### src/sv/ufrm_pkg.sv
// Shared types and constants for the UART register model block.
package ufrm_pkg;

  // Input item kinds on the action field.
  localparam logic [1:0] ACT_READ = 2'd0;
  localparam logic [1:0] ACT_WRITE = 2'd1;
  localparam logic [1:0] ACT_RX_CHAR = 2'd2;
  localparam logic [1:0] ACT_TICK = 2'd3;

  // Register offsets.
  localparam logic [7:0] REG_DATA = 8'd0;
  localparam logic [7:0] REG_STATUS = 8'd1;

  // Status register bit positions.
  localparam int BIT_RXEMPTY = 0;
  localparam int BIT_RXIEN = 1;
  localparam int BIT_TXEMPTY = 2;
  localparam int BIT_TXIEN = 3;

  localparam logic [7:0] NEWLINE = 8'h0A;

  // Largest number of bytes one tick may drain.
  localparam int MAX_RESULTS = 16;
  localparam int NW = $clog2(MAX_RESULTS);

  typedef enum logic [2:0] {
    CMD_RD_DATA   = 3'd0,
    CMD_RD_STATUS = 3'd1,
    CMD_WR_DATA   = 3'd2,
    CMD_WR_STATUS = 3'd3,
    CMD_BAD       = 3'd4,
    CMD_RX        = 3'd5,
    CMD_TICK      = 3'd6
  } cmd_kind_e;

  typedef struct packed {
    cmd_kind_e  kind;
    logic [7:0] data;
  } cmd_t;

  typedef struct packed {
    logic [7:0] read_data;
    logic       tx_valid;
    logic [7:0] tx_out;
    logic       irq;
    logic       bad_address;
    logic       last;
  } res_t;

endpackage

### src/sv/ufrm_front.sv
// Front end: classifies each request and holds it in a two-entry command queue.
module ufrm_front
  import ufrm_pkg::*;
(
  input  logic       clk_i,
  input  logic       rst_ni,
  input  logic       in_valid_i,
  output logic       in_ready_o,
  input  logic [1:0] action_i,
  input  logic [7:0] reg_addr_i,
  input  logic [7:0] wdata_i,
  input  logic [7:0] rx_char_i,
  output logic       cmd_valid_o,
  output cmd_t       cmd_o,
  input  logic       cmd_pop_i
);

  cmd_t       cmd_new;
  cmd_t       queue_q [2];
  logic       wr_ptr_q, wr_ptr_d;
  logic       rd_ptr_q, rd_ptr_d;
  logic [1:0] cnt_q, cnt_d;
  logic       push, pop;

  always_comb begin
    cmd_new.data = wdata_i;
    case (action_i)
      ACT_READ: begin
        if (reg_addr_i == REG_DATA) cmd_new.kind = CMD_RD_DATA;
        else if (reg_addr_i == REG_STATUS) cmd_new.kind = CMD_RD_STATUS;
        else cmd_new.kind = CMD_BAD;
      end
      ACT_WRITE: begin
        if (reg_addr_i == REG_DATA) cmd_new.kind = CMD_WR_DATA;
        else if (reg_addr_i == REG_STATUS) cmd_new.kind = CMD_WR_STATUS;
        else cmd_new.kind = CMD_BAD;
      end
      ACT_RX_CHAR: begin
        cmd_new.kind = CMD_RX;
        cmd_new.data = rx_char_i;
      end
      ACT_TICK: cmd_new.kind = CMD_TICK;
      default: cmd_new.kind = CMD_BAD;
    endcase
  end

  assign in_ready_o  = (cnt_q != 2'd2);
  assign cmd_valid_o = (cnt_q != 2'd0);
  assign cmd_o       = queue_q[rd_ptr_q];

  assign push = in_valid_i && in_ready_o;
  assign pop  = cmd_pop_i && cmd_valid_o;

  always_comb begin
    wr_ptr_d = push ? ~wr_ptr_q : wr_ptr_q;
    rd_ptr_d = pop ? ~rd_ptr_q : rd_ptr_q;
    cnt_d    = cnt_q;
    if (push && !pop) cnt_d = cnt_q + 2'd1;
    else if (pop && !push) cnt_d = cnt_q - 2'd1;
  end

  always_ff @(posedge clk_i or negedge rst_ni) begin
    if (!rst_ni) begin
      wr_ptr_q <= 1'b0;
      rd_ptr_q <= 1'b0;
      cnt_q    <= 2'd0;
    end else begin
      wr_ptr_q <= wr_ptr_d;
      rd_ptr_q <= rd_ptr_d;
      cnt_q    <= cnt_d;
    end
  end

  always_ff @(posedge clk_i) begin
    if (push) queue_q[wr_ptr_q] <= cmd_new;
  end

endmodule

### src/sv/ufrm_byte_fifo.sv
// Byte FIFO with a registered head read and write-to-head forwarding.
module ufrm_byte_fifo
  import ufrm_pkg::*;
#(
  parameter int DEPTH = 16,
  localparam int IW = $clog2(DEPTH),
  localparam int CW = $clog2(DEPTH + 1)
) (
  input  logic          clk_i,
  input  logic          rst_ni,
  input  logic          push_i,
  input  logic [7:0]    data_i,
  input  logic          pop_i,
  output logic [7:0]    head_o,
  output logic [CW-1:0] count_o,
  output logic          full_o,
  output logic          empty_o
);

  logic [7:0]    mem [DEPTH];
  logic [7:0]    rdata_q;
  logic [IW-1:0] head_q, head_d;
  logic [IW-1:0] tail_q, tail_d;
  logic [CW-1:0] cnt_q, cnt_d;
  logic          do_push, do_pop;

  function automatic logic [IW-1:0] ptr_inc(input logic [IW-1:0] p);
    ptr_inc = (p == IW'(DEPTH - 1)) ? '0 : p + 1'b1;
  endfunction

  assign full_o  = (cnt_q == CW'(DEPTH));
  assign empty_o = (cnt_q == '0);
  assign count_o = cnt_q;
  assign head_o  = rdata_q;

  // A push to a full FIFO is dropped.
  assign do_push = push_i && !full_o;
  assign do_pop  = pop_i && !empty_o;

  always_comb begin
    head_d = do_pop ? ptr_inc(head_q) : head_q;
    tail_d = do_push ? ptr_inc(tail_q) : tail_q;
    cnt_d  = cnt_q;
    if (do_push && !do_pop) cnt_d = cnt_q + 1'b1;
    else if (do_pop && !do_push) cnt_d = cnt_q - 1'b1;
  end

  always_ff @(posedge clk_i or negedge rst_ni) begin
    if (!rst_ni) begin
      head_q <= '0;
      tail_q <= '0;
      cnt_q  <= '0;
    end else begin
      head_q <= head_d;
      tail_q <= tail_d;
      cnt_q  <= cnt_d;
    end
  end

  // The read port always tracks the next head, so the oldest byte is ready
  // in the cycle after any pointer move.
  always_ff @(posedge clk_i) begin
    if (do_push) mem[tail_q] <= data_i;
    if (do_push && (tail_q == head_d)) rdata_q <= data_i;
    else rdata_q <= mem[head_d];
  end

endmodule

### src/sv/ufrm_back.sv
// Back end: executes queued commands on the FIFOs and registers each result.
module ufrm_back
  import ufrm_pkg::*;
#(
  parameter int FIFO_DEPTH = 16
) (
  input  logic clk_i,
  input  logic rst_ni,
  input  logic cmd_valid_i,
  input  cmd_t cmd_i,
  output logic cmd_pop_o,
  output logic out_valid_o,
  input  logic out_ready_i,
  output res_t res_o
);

  localparam int CW = $clog2(FIFO_DEPTH + 1);

  typedef enum logic [1:0] {
    ST_IDLE  = 2'b01,
    ST_DRAIN = 2'b10
  } state_e;

  state_e        st_q, st_d;
  logic [NW-1:0] n_q, n_d;
  logic          flush_q, flush_d;
  logic          rx_ien_q, rx_ien_d;
  logic          tx_ien_q, tx_ien_d;
  logic          out_valid_q;
  res_t          res_q, res_d;
  logic          res_load;
  logic          out_free;
  logic          final_byte;

  logic          rx_push, rx_pop, tx_push, tx_pop;
  logic [7:0]    rx_head, tx_head;
  logic [CW-1:0] rx_cnt, tx_cnt;
  logic          rx_full, rx_empty, tx_full, tx_empty;

  ufrm_byte_fifo #(.DEPTH(FIFO_DEPTH)) u_rx_fifo (
    .clk_i   (clk_i),
    .rst_ni  (rst_ni),
    .push_i  (rx_push),
    .data_i  (cmd_i.data),
    .pop_i   (rx_pop),
    .head_o  (rx_head),
    .count_o (rx_cnt),
    .full_o  (rx_full),
    .empty_o (rx_empty)
  );

  ufrm_byte_fifo #(.DEPTH(FIFO_DEPTH)) u_tx_fifo (
    .clk_i   (clk_i),
    .rst_ni  (rst_ni),
    .push_i  (tx_push),
    .data_i  (cmd_i.data),
    .pop_i   (tx_pop),
    .head_o  (tx_head),
    .count_o (tx_cnt),
    .full_o  (tx_full),
    .empty_o (tx_empty)
  );

  // A full receive FIFO or an empty transmit FIFO raises the interrupt, each gated by its enable.
  function automatic logic irq_of(input logic tx_empty_after, input logic rx_full_now,
                                  input logic rx_ien, input logic tx_ien);
    irq_of = (rx_ien && rx_full_now) || (tx_ien && tx_empty_after);
  endfunction

  assign out_free    = !out_valid_q || out_ready_i;
  assign final_byte  = (tx_cnt == CW'(1)) || (n_q == NW'(MAX_RESULTS - 1));
  assign out_valid_o = out_valid_q;
  assign res_o       = res_q;

  always_comb begin
    st_d      = st_q;
    n_d       = n_q;
    flush_d   = flush_q;
    rx_ien_d  = rx_ien_q;
    tx_ien_d  = tx_ien_q;
    res_d     = '0;
    res_load  = 1'b0;
    cmd_pop_o = 1'b0;
    rx_push   = 1'b0;
    rx_pop    = 1'b0;
    tx_push   = 1'b0;
    tx_pop    = 1'b0;

    case (st_q)
      ST_IDLE: begin
        if (cmd_valid_i && out_free) begin
          res_d.last = 1'b1;
          res_load   = 1'b1;
          cmd_pop_o  = 1'b1;
          case (cmd_i.kind)
            CMD_RD_DATA: begin
              res_d.read_data = rx_empty ? 8'd0 : rx_head;
              rx_pop          = !rx_empty;
            end
            CMD_RD_STATUS: begin
              res_d.read_data[BIT_RXEMPTY] = rx_empty;
              res_d.read_data[BIT_RXIEN]   = rx_ien_q;
              res_d.read_data[BIT_TXEMPTY] = tx_empty;
              res_d.read_data[BIT_TXIEN]   = tx_ien_q;
            end
            CMD_WR_DATA: begin
              tx_push = 1'b1;
              if (cmd_i.data == NEWLINE) flush_d = 1'b1;
            end
            CMD_WR_STATUS: begin
              rx_ien_d = cmd_i.data[BIT_RXIEN];
              tx_ien_d = cmd_i.data[BIT_TXIEN];
            end
            CMD_RX: rx_push = 1'b1;
            CMD_TICK: begin
              if (tx_full || flush_q) begin
                flush_d = 1'b0;
              end
              if ((tx_full || flush_q) && !tx_empty) begin
                // The bytes themselves carry the results of this request.
                res_load  = 1'b0;
                cmd_pop_o = 1'b0;
                n_d       = '0;
                st_d      = ST_DRAIN;
              end else begin
                res_d.irq = irq_of(tx_empty, rx_full, rx_ien_q, tx_ien_q);
              end
            end
            default: res_d.bad_address = 1'b1;
          endcase
        end
      end
      ST_DRAIN: begin
        if (out_free) begin
          tx_pop         = 1'b1;
          res_load       = 1'b1;
          res_d.tx_valid = 1'b1;
          res_d.tx_out   = tx_head;
          n_d            = n_q + 1'b1;
          if (final_byte) begin
            res_d.last = 1'b1;
            res_d.irq  = irq_of(tx_cnt == CW'(1), rx_full, rx_ien_q, tx_ien_q);
            cmd_pop_o  = 1'b1;
            st_d       = ST_IDLE;
          end
        end
      end
      default: st_d = ST_IDLE;
    endcase
  end

  always_ff @(posedge clk_i or negedge rst_ni) begin
    if (!rst_ni) begin
      st_q        <= ST_IDLE;
      n_q         <= '0;
      flush_q     <= 1'b0;
      rx_ien_q    <= 1'b0;
      tx_ien_q    <= 1'b0;
      out_valid_q <= 1'b0;
    end else begin
      st_q     <= st_d;
      n_q      <= n_d;
      flush_q  <= flush_d;
      rx_ien_q <= rx_ien_d;
      tx_ien_q <= tx_ien_d;
      if (res_load) out_valid_q <= 1'b1;
      else if (out_ready_i) out_valid_q <= 1'b0;
    end
  end

  always_ff @(posedge clk_i) begin
    if (res_load) res_q <= res_d;
  end

  a_rx_cnt_bound: assert property (@(posedge clk_i) disable iff (!rst_ni)
    rx_cnt <= CW'(FIFO_DEPTH))
    else $error("receive FIFO count beyond depth");

  a_tx_cnt_bound: assert property (@(posedge clk_i) disable iff (!rst_ni)
    tx_cnt <= CW'(FIFO_DEPTH))
    else $error("transmit FIFO count beyond depth");

  a_drain_nonempty: assert property (@(posedge clk_i) disable iff (!rst_ni)
    (st_q == ST_DRAIN) |-> !tx_empty)
    else $error("draining an empty transmit FIFO");

  a_drain_pops: assert property (@(posedge clk_i) disable iff (!rst_ni)
    (res_load && res_d.tx_valid) |=> (tx_cnt == $past(tx_cnt) - 1'b1))
    else $error("drained byte did not leave the transmit FIFO");

  a_load_when_free: assert property (@(posedge clk_i) disable iff (!rst_ni)
    (out_valid_q && !out_ready_i) |-> !res_load)
    else $error("result overwritten while stalled");

endmodule

### src/sv/uart_fifo_register_model_top.sv
// Top level of the UART register model with receive and transmit FIFOs.
//
// Requests arrive on the input channel (in_valid_i/in_ready_o): a bus read or
// write of the data or status register, a received character, or a tick.
// Results leave on the output channel (out_valid_o/out_ready_i); last_o marks
// the final result of each request.
// A request is classified and queued in a two-entry command queue; the
// execution stage then takes it and registers its result in the output
// register. Bus accesses and received characters each pass through the
// execution stage once, giving one request per cycle when the output is
// taken at once. A draining tick first enters the drain state and then
// yields one result per transmitted byte, up to 16 bytes; the transmit FIFO
// read port delivers one byte per cycle while the output is taken.
// Reset clears the FIFO counts and pointers, the flush mark and both
// interrupt enables; the FIFO storage itself is not cleared.
// When the receiver stalls, the result is held in the output register, the
// execution stage waits, and the input side keeps accepting until the
// command queue is full.
module uart_fifo_register_model_top
  import ufrm_pkg::*;
#(
  parameter int FIFO_DEPTH = 16
) (
  input  logic       clk_i,
  input  logic       rst_ni,
  input  logic       in_valid_i,
  output logic       in_ready_o,
  input  logic [1:0] action_i,
  input  logic [7:0] reg_addr_i,
  input  logic [7:0] wdata_i,
  input  logic [7:0] rx_char_i,
  output logic       out_valid_o,
  input  logic       out_ready_i,
  output logic [7:0] read_data_o,
  output logic       tx_valid_o,
  output logic [7:0] tx_out_o,
  output logic       irq_o,
  output logic       bad_address_o,
  output logic       last_o
);

  logic cmd_valid;
  logic cmd_pop;
  cmd_t cmd;
  res_t res;

  ufrm_front u_front (
    .clk_i       (clk_i),
    .rst_ni      (rst_ni),
    .in_valid_i  (in_valid_i),
    .in_ready_o  (in_ready_o),
    .action_i    (action_i),
    .reg_addr_i  (reg_addr_i),
    .wdata_i     (wdata_i),
    .rx_char_i   (rx_char_i),
    .cmd_valid_o (cmd_valid),
    .cmd_o       (cmd),
    .cmd_pop_i   (cmd_pop)
  );

  ufrm_back #(.FIFO_DEPTH(FIFO_DEPTH)) u_back (
    .clk_i       (clk_i),
    .rst_ni      (rst_ni),
    .cmd_valid_i (cmd_valid),
    .cmd_i       (cmd),
    .cmd_pop_o   (cmd_pop),
    .out_valid_o (out_valid_o),
    .out_ready_i (out_ready_i),
    .res_o       (res)
  );

  assign read_data_o   = res.read_data;
  assign tx_valid_o    = res.tx_valid;
  assign tx_out_o      = res.tx_out;
  assign irq_o         = res.irq;
  assign bad_address_o = res.bad_address;
  assign last_o        = res.last;

endmodule

### config.mk
export PLATFORM = sky130hd
export DESIGN_NAME = uart_fifo_register_model_top
export DESIGN_NICKNAME = d
export VERILOG_FILES = /design/src/sv/ufrm_pkg.sv /design/src/sv/ufrm_front.sv /design/src/sv/ufrm_byte_fifo.sv /design/src/sv/ufrm_back.sv /design/src/sv/uart_fifo_register_model_top.sv
export SDC_FILE = /design/constraint.sdc
export NUM_CORES = 1
export LEC_CHECK = 0
export BUFFER_PORTS_ARGS = -buffer_cell sky130_fd_sc_hd__buf_2
export CORE_UTILIZATION = 30
export CTS_CLUSTER_SIZE = 14
export DETAILED_ROUTE_END_ITERATION = 16
export GPL_TIMING_DRIVEN = 1
export PLACE_DENSITY = 0.55
export SETUP_SLACK_MARGIN = 0.3
export SYNTH_ARGS = -nofsm -noshare
export SYNTH_HDL_FRONTEND = slang
export SYNTH_SLANG_ARGS = --single-unit
export TNS_END_PERCENT = 1
### constraint.sdc
create_clock -name clk_i -period 3.1 [get_ports clk_i]
set_clock_uncertainty 0.2 [all_clocks]
set_input_delay 0.31 -clock clk_i [delete_from_list [all_inputs] [get_ports clk_i]]
set_output_delay 0.31 -clock clk_i [all_outputs]
set_load 0.05 [all_outputs]
==> run_results.csv, run 1 <==
group,metric,value,unit
sta,tightest_slew,1.01,ns
sta,hold_violations,0,
sta,maxSlewHeadroom,32.9,%
pwr,power,0.0154,W
placed_design,place_inst,1458,
critical_path,worst_r2r_endpoint,"u_back.u_rx_fifo.count_o[4]",
critical_path,end_kind,"register",
critical_path,slowest_stage,"dfrtp_2",
critical_path,cp_common_cell,"ha_4",
critical_path,crit_path_end,"u_back.u_rx_fifo.count_o[4]",
cells_and_area,fin_nets,976,
floorplan,die-height,220,um
detailed_routing,drt_iter0_markers,497,
floorplan,core_area,46700,um^2
grt,grt_use_total,12.7,%
critical_path,setup.worst_path.start_class,"register",
sta,period_minus_slack,2.92,ns
sta,slew_violations,0,
floorplan,die_area,48300,um^2
cells_and_area,fin_cells,1554,
detailed_routing,ant_nets,0,
critical_path,r2r_start,"u_front.rd_ptr_q",
critical_path,slowest_delay,0.43,ns
placed_design,finalWeightedCongestion,0.786,
cells_and_area,n_fill_cell,4390,
synthesis,synth_edf_count,298,
clock_tree,cts_root_buf,"clkbuf_16",
cells_and_area,final_common_cell,"edfxtp_1",
pwr,p_sw,0.00496,W
clock_tree,cts_inserted_buffers,38,
sta,setup_viol,0,
worst_hold_path,hold_class,"input pin to register",
flow_run,maxCapViolCount,0,
cells_and_area,drive_gt1_share,26.6,%
critical_path,reg2reg_setup_slack,0.18,ns
critical_path,worstSetupStartpoint,"u_front.rd_ptr_q",
floorplan,io_pins,52,
synthesis,synth_nets,836,
floorplan,initial_core_util,30.5,%
grt,first_global_vias,7474,
clock_tree,cts_tree,"yes",
pwr,p_per_area,902,nW/um^2
cells_and_area,areaGrowthSynthToFinish,19.6,%
detailed_routing,vias,7351,
sta,finalSetupTns,0,ns
grt,grt_overflow,0,
synthesis,synthArstFlopShare,11.6,%
synthesis,synth_area_per_cell,18.2,um^2
synthesis,postSynthCellCount,781,
detailed_routing,via_per_inst,4.73,
pwr,p_int,0.0104,W
pwr,sw_frac_of_total,32.3,%
grt,grt_max_degree,41,
clock_tree,clockBufferDepth,3,
synthesis,ys_types,56,
grt,antenna_found_initial,1,
synthesis,synth_top_area_share,62.8,%
clock_tree,cts.clk_slew.worst_paths,0.06,ns
detailed_routing,firstDrtPassIters,11,
synthesis,synth_area_leaders,"edfxtp_1, mux4_2, dfrtp_1",
critical_path,rr_worst_depth,11,
sta,period_share,94.2,%
pwr,ir_drop,0.607,mV
pwr,pwr-share-comb,29.1,%
synthesis,syn-cell-area,14200,um^2
synthesis,yosysSeqAreaShare,71.0,%
clock_tree,cts_sinks,346,
placed_design,hpwl,18900,um
pwr,seqPwrFrac,43.1,%
synthesis,yosys_warnings,0,
synthesis,ys.flop_type,"edfxtp_1",
critical_path,required,3.34,ns
synthesis,synth-seq-cells,346,
detailed_routing,wl_per_cell,19.1,um
cells_and_area,seq_area,10100,um^2
sta,rsz0062_at_grt,"yes",
synthesis,yosysTopAreaCell,"edfxtp_1",
pwr,clkPwrFrac,27.8,%
critical_path,path_cells,"mux2_2 > and2_1 > and3_1 > ha_4 > inv_4 > ha_4 > nor2b_1 > o21a_1 > or3_1 > a21oi_2 > xor2_1",
cells_and_area,multi_input_area,3940,um^2
clock_tree,htreeDepth,2,
critical_path,crit_fanout,7,
floorplan,die_x,220,um
sta,max_freq,342,MHz
placed_design,portBuffers,51,
outcome,status,"finished, violations left",
floorplan,rows,79,
critical_path,crit_type,"register to register",
clock_tree,insertion_delay,0.53,ns
detailed_routing,routed_wl,29700,um
outcome,violations,"DRC",
critical_path,cp.arrival,3.16,ns
grt,grt_first_pass_wirelength,45600,um
pwr,p_leak,5.87,nW
cells_and_area,mostFrequentLayoutCells,"edfxtp_1, buf_4, buf_2",
detailed_routing,drc,4,
==> synth_stat cells, drive strengths merged, types with 7 or more instances <==
| cell | n |
|---|---|
| clkbuf | 7 |
| nor3 | 13 |
| nor2b | 11 |
| nand2 | 37 |
| nor2 | 26 |
| and2 | 17 |
| o21ai | 18 |
| and3 | 8 |
| edfxtp | 298 |
| buf | 23 |
| xor2 | 8 |
| inv | 25 |
| dfxtp | 8 |
| mux2 | 19 |
| mux2i | 13 |
| a21oi | 20 |
| a211oi | 12 |
| mux4 | 72 |
| dfrtp | 39 |
| ha | 24 |
| nand3 | 12 |
| xnor2 | 10 |
==> power groups by stage <==
stage	Clock (W)	Sequential, W	Combinational, W
2_1_floorplan	0	0.00690	0.00283
3_5_place_dp	0	0.00671	0.00451
6_report	0.00428	0.00662	0.00447
4_1_cts	0.00440	0.00663	0.00457
3_3_place_gp	0	0.00670	0.00445
5_1_grt	0.00455	0.00671	0.00491
==> metal layers <==
| metal | share of wire [%] | global-route usage (%) | wire length, um |
|---|---|---|---|
| met2 | 48 | 20.8 | 14400 |
| met5 | 0 | 0 | 0 |
| met1 | 46 | 17.3 | 13500 |
| met3 | 4.5 | 1.90 | 1330 |
| met4 | 1.7 | 3.68 | 512 |
==> cells by family (layout without fill, tap and decap cells) <==
family / count (synthesis) / after routing / synth area share [%]
flops: 346 / 346 / 71.0
simple gates: 156 / 156 / 5.91
mux: 104 / 104 / 14.4
compound gates: 77 / 77 / 3.49
buf+inv: 55 / 219 / 1.80
fa+ha+maj: 25 / 25 / 2.25
xor+xnor: 18 / 18 / 1.11
other cells: 0 / 2 / 0
==> metrics by stage <==
stage	setup slack, ns	util (%)	hold slack [ns]	area, um^2
after global routing	0.0130	36.5	0.0423	17000
after CTS	0.163	36.4	0.0114	17000
after global placement	0.135	33.3	0.277	15500
final	0.178	36.5	0.0382	17000
after floorplan	0.0565	-	-0.186	14300
after detailed placement	0.0435	33.3	0.279	15500
==> flip-flops by register name, indices dropped and copies added (netlist names), 5 cells and up, named ones only <==
register,count
u_back.res_o,20
u_back.u_rx_fifo.count_o,5
u_back.u_rx_fifo.mem,128
u_back.u_tx_fifo.count_o,5
u_back.u_tx_fifo.mem,128
u_front.queue_q,22
==> cell type report <==
cell class / instances / share of cell area [%]
Multi-Input combinational cell: 380 / 23.1
Sequential cell: 346 / 59.4
Tap cell: 607 / 4.46
Antenna cell: 2 / 0.0294
Timing Repair Buffer: 130 / 5.54
Clock inverter: 20 / 1.17
Clock buffer: 44 / 5.72
Inverter: 25 / 0.566
==> worst max-delay path, delay by kind of cell (launching register included) <==
| kind | cells | cell delay, ns |
|---|---|---|
| XOR/XNOR | 1 | 0.16 |
| multiplexers | 1 | 0.41 |
| adder cells (fa/ha/maj) | 2 | 0.38 |
| AO/OA/AOI/OAI | 2 | 0.33 |
| buffers and inverters | 1 | 0.07 |
| flip-flops | 1 | 0.43 |
| AND/OR/NAND/NOR | 4 | 0.87 |
==> timing repair <==
action,in CTS,in global routing
endpoints found under the hold margin,62,0
setup buffers,5,2
resized for setup,3,3
hold buffers,23,0
pin swaps,4,3
endpoints found under the setup margin,26,95
==> worst min path at each step <==
stage	start	end	slack, ns	cells after the start
floorplan	rst_ni	u_back.flush_q	-0.19	0
global placement	u_front.wr_ptr_q	u_front.wr_ptr_q	0.28	1
detailed placement	u_front.wr_ptr_q	u_front.wr_ptr_q	0.28	1
CTS	reg_addr_i[6]	u_front.queue_q[1][9]	0.01	4
global route	reg_addr_i[6]	u_front.queue_q[0][9]	0.04	4
finish	reg_addr_i[6]	u_front.queue_q[1][9]	0.04	4
Power figures use the tool's default switching activity.
==> run 2, diff against run 1 <==
MAX_ROUTING_LAYER = met4   (was not set)
SLEW_MARGIN = 20   (was not set)
==> run 2 against run 1 <==
The flow still finishes with violations (DRC); sequential cell count unchanged; hold slack is essentially flat; critical endpoint unchanged; cell area hardly changed; fmax decreased by 0.20%; critical path type unchanged; clock power barely moved; largest cell class unchanged; non-clock buffer count did not move; via count is 0.18% higher.
==> run_results.csv, run 2 (same netlist as run 1, synthesis figures left out) <==
group,metric,value,unit
outcome,status,"finished, violations left",
outcome,violations,"DRC",
pwr,p_sw,0.00497,W
pwr,seqPwrFrac,43.1,%
clock_tree,htreeDepth,2,
critical_path,worst-path-buf-inv,1,
cells_and_area,areaGrowthSynthToFinish,19.6,%
sta,period_minus_slack,2.93,ns
floorplan,rows,79,
floorplan,die-height,220,um
cells_and_area,n_fill_cell,4391,
detailed_routing,via_per_inst,4.74,
sta,hold_violations,0,
placed_design,dpl_cell_area,15500,um^2
pwr,p_leak,5.87,nW
pwr,sw_frac_of_total,32.3,%
grt,grt_max_degree,41,
grt,grt_use_total,13.1,%
grt,grt_first_pass_wirelength,45600,um
detailed_routing,routed_wl,29800,um
critical_path,cpLargestDelayFamily,"simple AND/OR/NAND/NOR gates",
critical_path,path_cells,"mux2_2 > and2_1 > and3_1 > ha_4 > inv_4 > ha_4 > nor2b_1 > o21a_1 > or3_1 > a21oi_2 > xor2_1",
pwr,pwr-share-comb,29.1,%
cells_and_area,finish.instance_area,17000,um^2
cells_and_area,fin_nets,976,
critical_path,slowest_stage,"dfrtp_2",
critical_path,slowest_delay,0.43,ns
flow_run,maxCapViolCount,0,
critical_path,r2r_start,"u_front.rd_ptr_q",
clock_tree,cts_tree,"yes",
placed_design,hpwl,18900,um
cells_and_area,fin_cells,1555,
clock_tree,cts.clk_slew.worst_paths,0.06,ns
grt,grt_overflow,0,
detailed_routing,ant_nets,0,
clock_tree,cts_sinks,346,
sta,max_freq,342,MHz
grt,first_global_vias,7465,
cells_and_area,reg_top3,"u_back.u_rx_fifo.mem: 128 flops, u_back.u_tx_fifo.mem: 128 flops, u_front.queue_q: 22 flops",
critical_path,end_kind,"register",
worst_hold_path,whs_path_depth,4,
placed_design,portBuffers,51,
sta,finalSetupTns,0,ns
critical_path,required,3.34,ns
sta,maxSlewHeadroom,34.5,%
placed_design,finalWeightedCongestion,0.800,
detailed_routing,drc,4,
detailed_routing,vias,7364,
cells_and_area,drive_gt1_share,26.7,%
sta,tightest_slew,0.982,ns
sta,period_share,94.4,%
cells_and_area,post-route-util,36.5,%
worst_hold_path,hold_class,"input pin to register",
detailed_routing,wl_per_cell,19.2,um
detailed_routing,drt_iter0_markers,481,
clock_tree,cts_inserted_buffers,38,
critical_path,crit_cells,11,
pwr,p_int,0.0104,W
sta,slew_violations,0,
sta,rsz0062_at_grt,"yes",
critical_path,setup.worst_path.start_class,"register",
floorplan,core_area,46700,um^2
floorplan,die_x,220,um
critical_path,worstSetupStartpoint,"u_front.rd_ptr_q",
worst_hold_path,min_from,"reg_addr_i[6]",
pwr,ir_drop,0.607,mV
critical_path,cp_common_cell,"ha_4",
floorplan,io_pins,52,
placed_design,place_inst,1458,
pwr,clkPwrFrac,27.8,%
cells_and_area,mostFrequentLayoutCells,"edfxtp_1, buf_4, buf_2",
floorplan,die_area,48300,um^2
clock_tree,clockBufferDepth,3,
clock_tree,cts_root_buf,"clkbuf_16",
pwr,p_per_area,903,nW/um^2
grt,antenna_found_initial,1,
critical_path,crit_fanout,7,
sta,setup_viol,0,
pwr,power,0.0154,W
critical_path,crit_type,"register to register",
cells_and_area,final_common_cell,"edfxtp_1",
floorplan,initial_core_util,30.5,%
detailed_routing,firstDrtPassIters,11,
critical_path,rr_worst_depth,11,
critical_path,cp.arrival,3.17,ns
clock_tree,insertion_delay,0.53,ns
==> run 2: changes by cell type in the layout (fill, tap and decap cells not counted), sizes merged <==
cell / change
diode: +1
==> run 2: area by class of cell <==
class | instances | area (um^2) | area share (%)
diodes | 3 | 7.51 | 0.0441
clock buffers | 44 | 973 | 5.72
clock inverters | 20 | 199 | 1.17
inverters | 25 | 96.3 | 0.566
multi-input cells | 380 | 3940 | 23.1
flip-flops and latches | 346 | 10100 | 59.4
well taps | 607 | 759 | 4.46
repair buffers | 130 | 943 | 5.54
==> run 2: timing repair <==
action	in CTS	in global routing
buffers inserted	5	2
endpoints found under the hold margin	62	0
gates resized for setup	3	4
pin swaps	4	3
hold buffers	23	0
setup endpoints to repair	26	103
==> run 2: power groups by stage <==
stage	Sequential [W]	Clock (W)	Combinational (W)
2_1_floorplan	0.00690	0	0.00283
3_3_place_gp	0.00670	0	0.00445
3_5_place_dp	0.00671	0	0.00451
4_1_cts	0.00663	0.00440	0.00457
5_1_grt	0.00671	0.00455	0.00491
6_report	0.00662	0.00428	0.00447
==> run 2: final timing paths <==
| kind | to | slack [ns] |
|---|---|---|
| hold / removal | u_front.queue_q[1][9] | 0.04 |
| max in group asynchronous | u_front.rd_ptr_q | 1.69 |
| min in group asynchronous | u_back.u_rx_fifo.head_q[0] | 0.32 |
| hold reg to reg | u_front.wr_ptr_q | 0.29 |
| setup reg to reg | u_back.u_rx_fifo.count_o[4] | 0.17 |
| setup / recovery | u_back.u_rx_fifo.count_o[4] | 0.17 |
==> run 2: per-layer routing <==
metal / GRT usage (%) / wire length [um]
met1: 17.4 / 13700
met2: 20.8 / 14300
met3: 1.89 / 1230
met4: 3.68 / 512
met5: - / 0
==> run 2: through the flow <==
stage	hold slack, ns	setup WS (ns)
after floorplan	-0.186	0.0565
after global placement	0.277	0.135
after detailed placement	0.279	0.0435
after CTS	0.0114	0.163
after global routing	0.0424	0.0130
final	0.0384	0.173
==> run 2: worst reg2reg max path, stage by stage (launching register included) <==
cell and delay, ns:
dfrtp_2 0.43, mux2_2 0.41, and2_1 0.19, and3_1 0.23
ha_4 0.19, inv_4 0.07, ha_4 0.19, nor2b_1 0.13
o21a_1 0.18, or3_1 0.32, a21oi_2 0.15, xor2_1 0.17
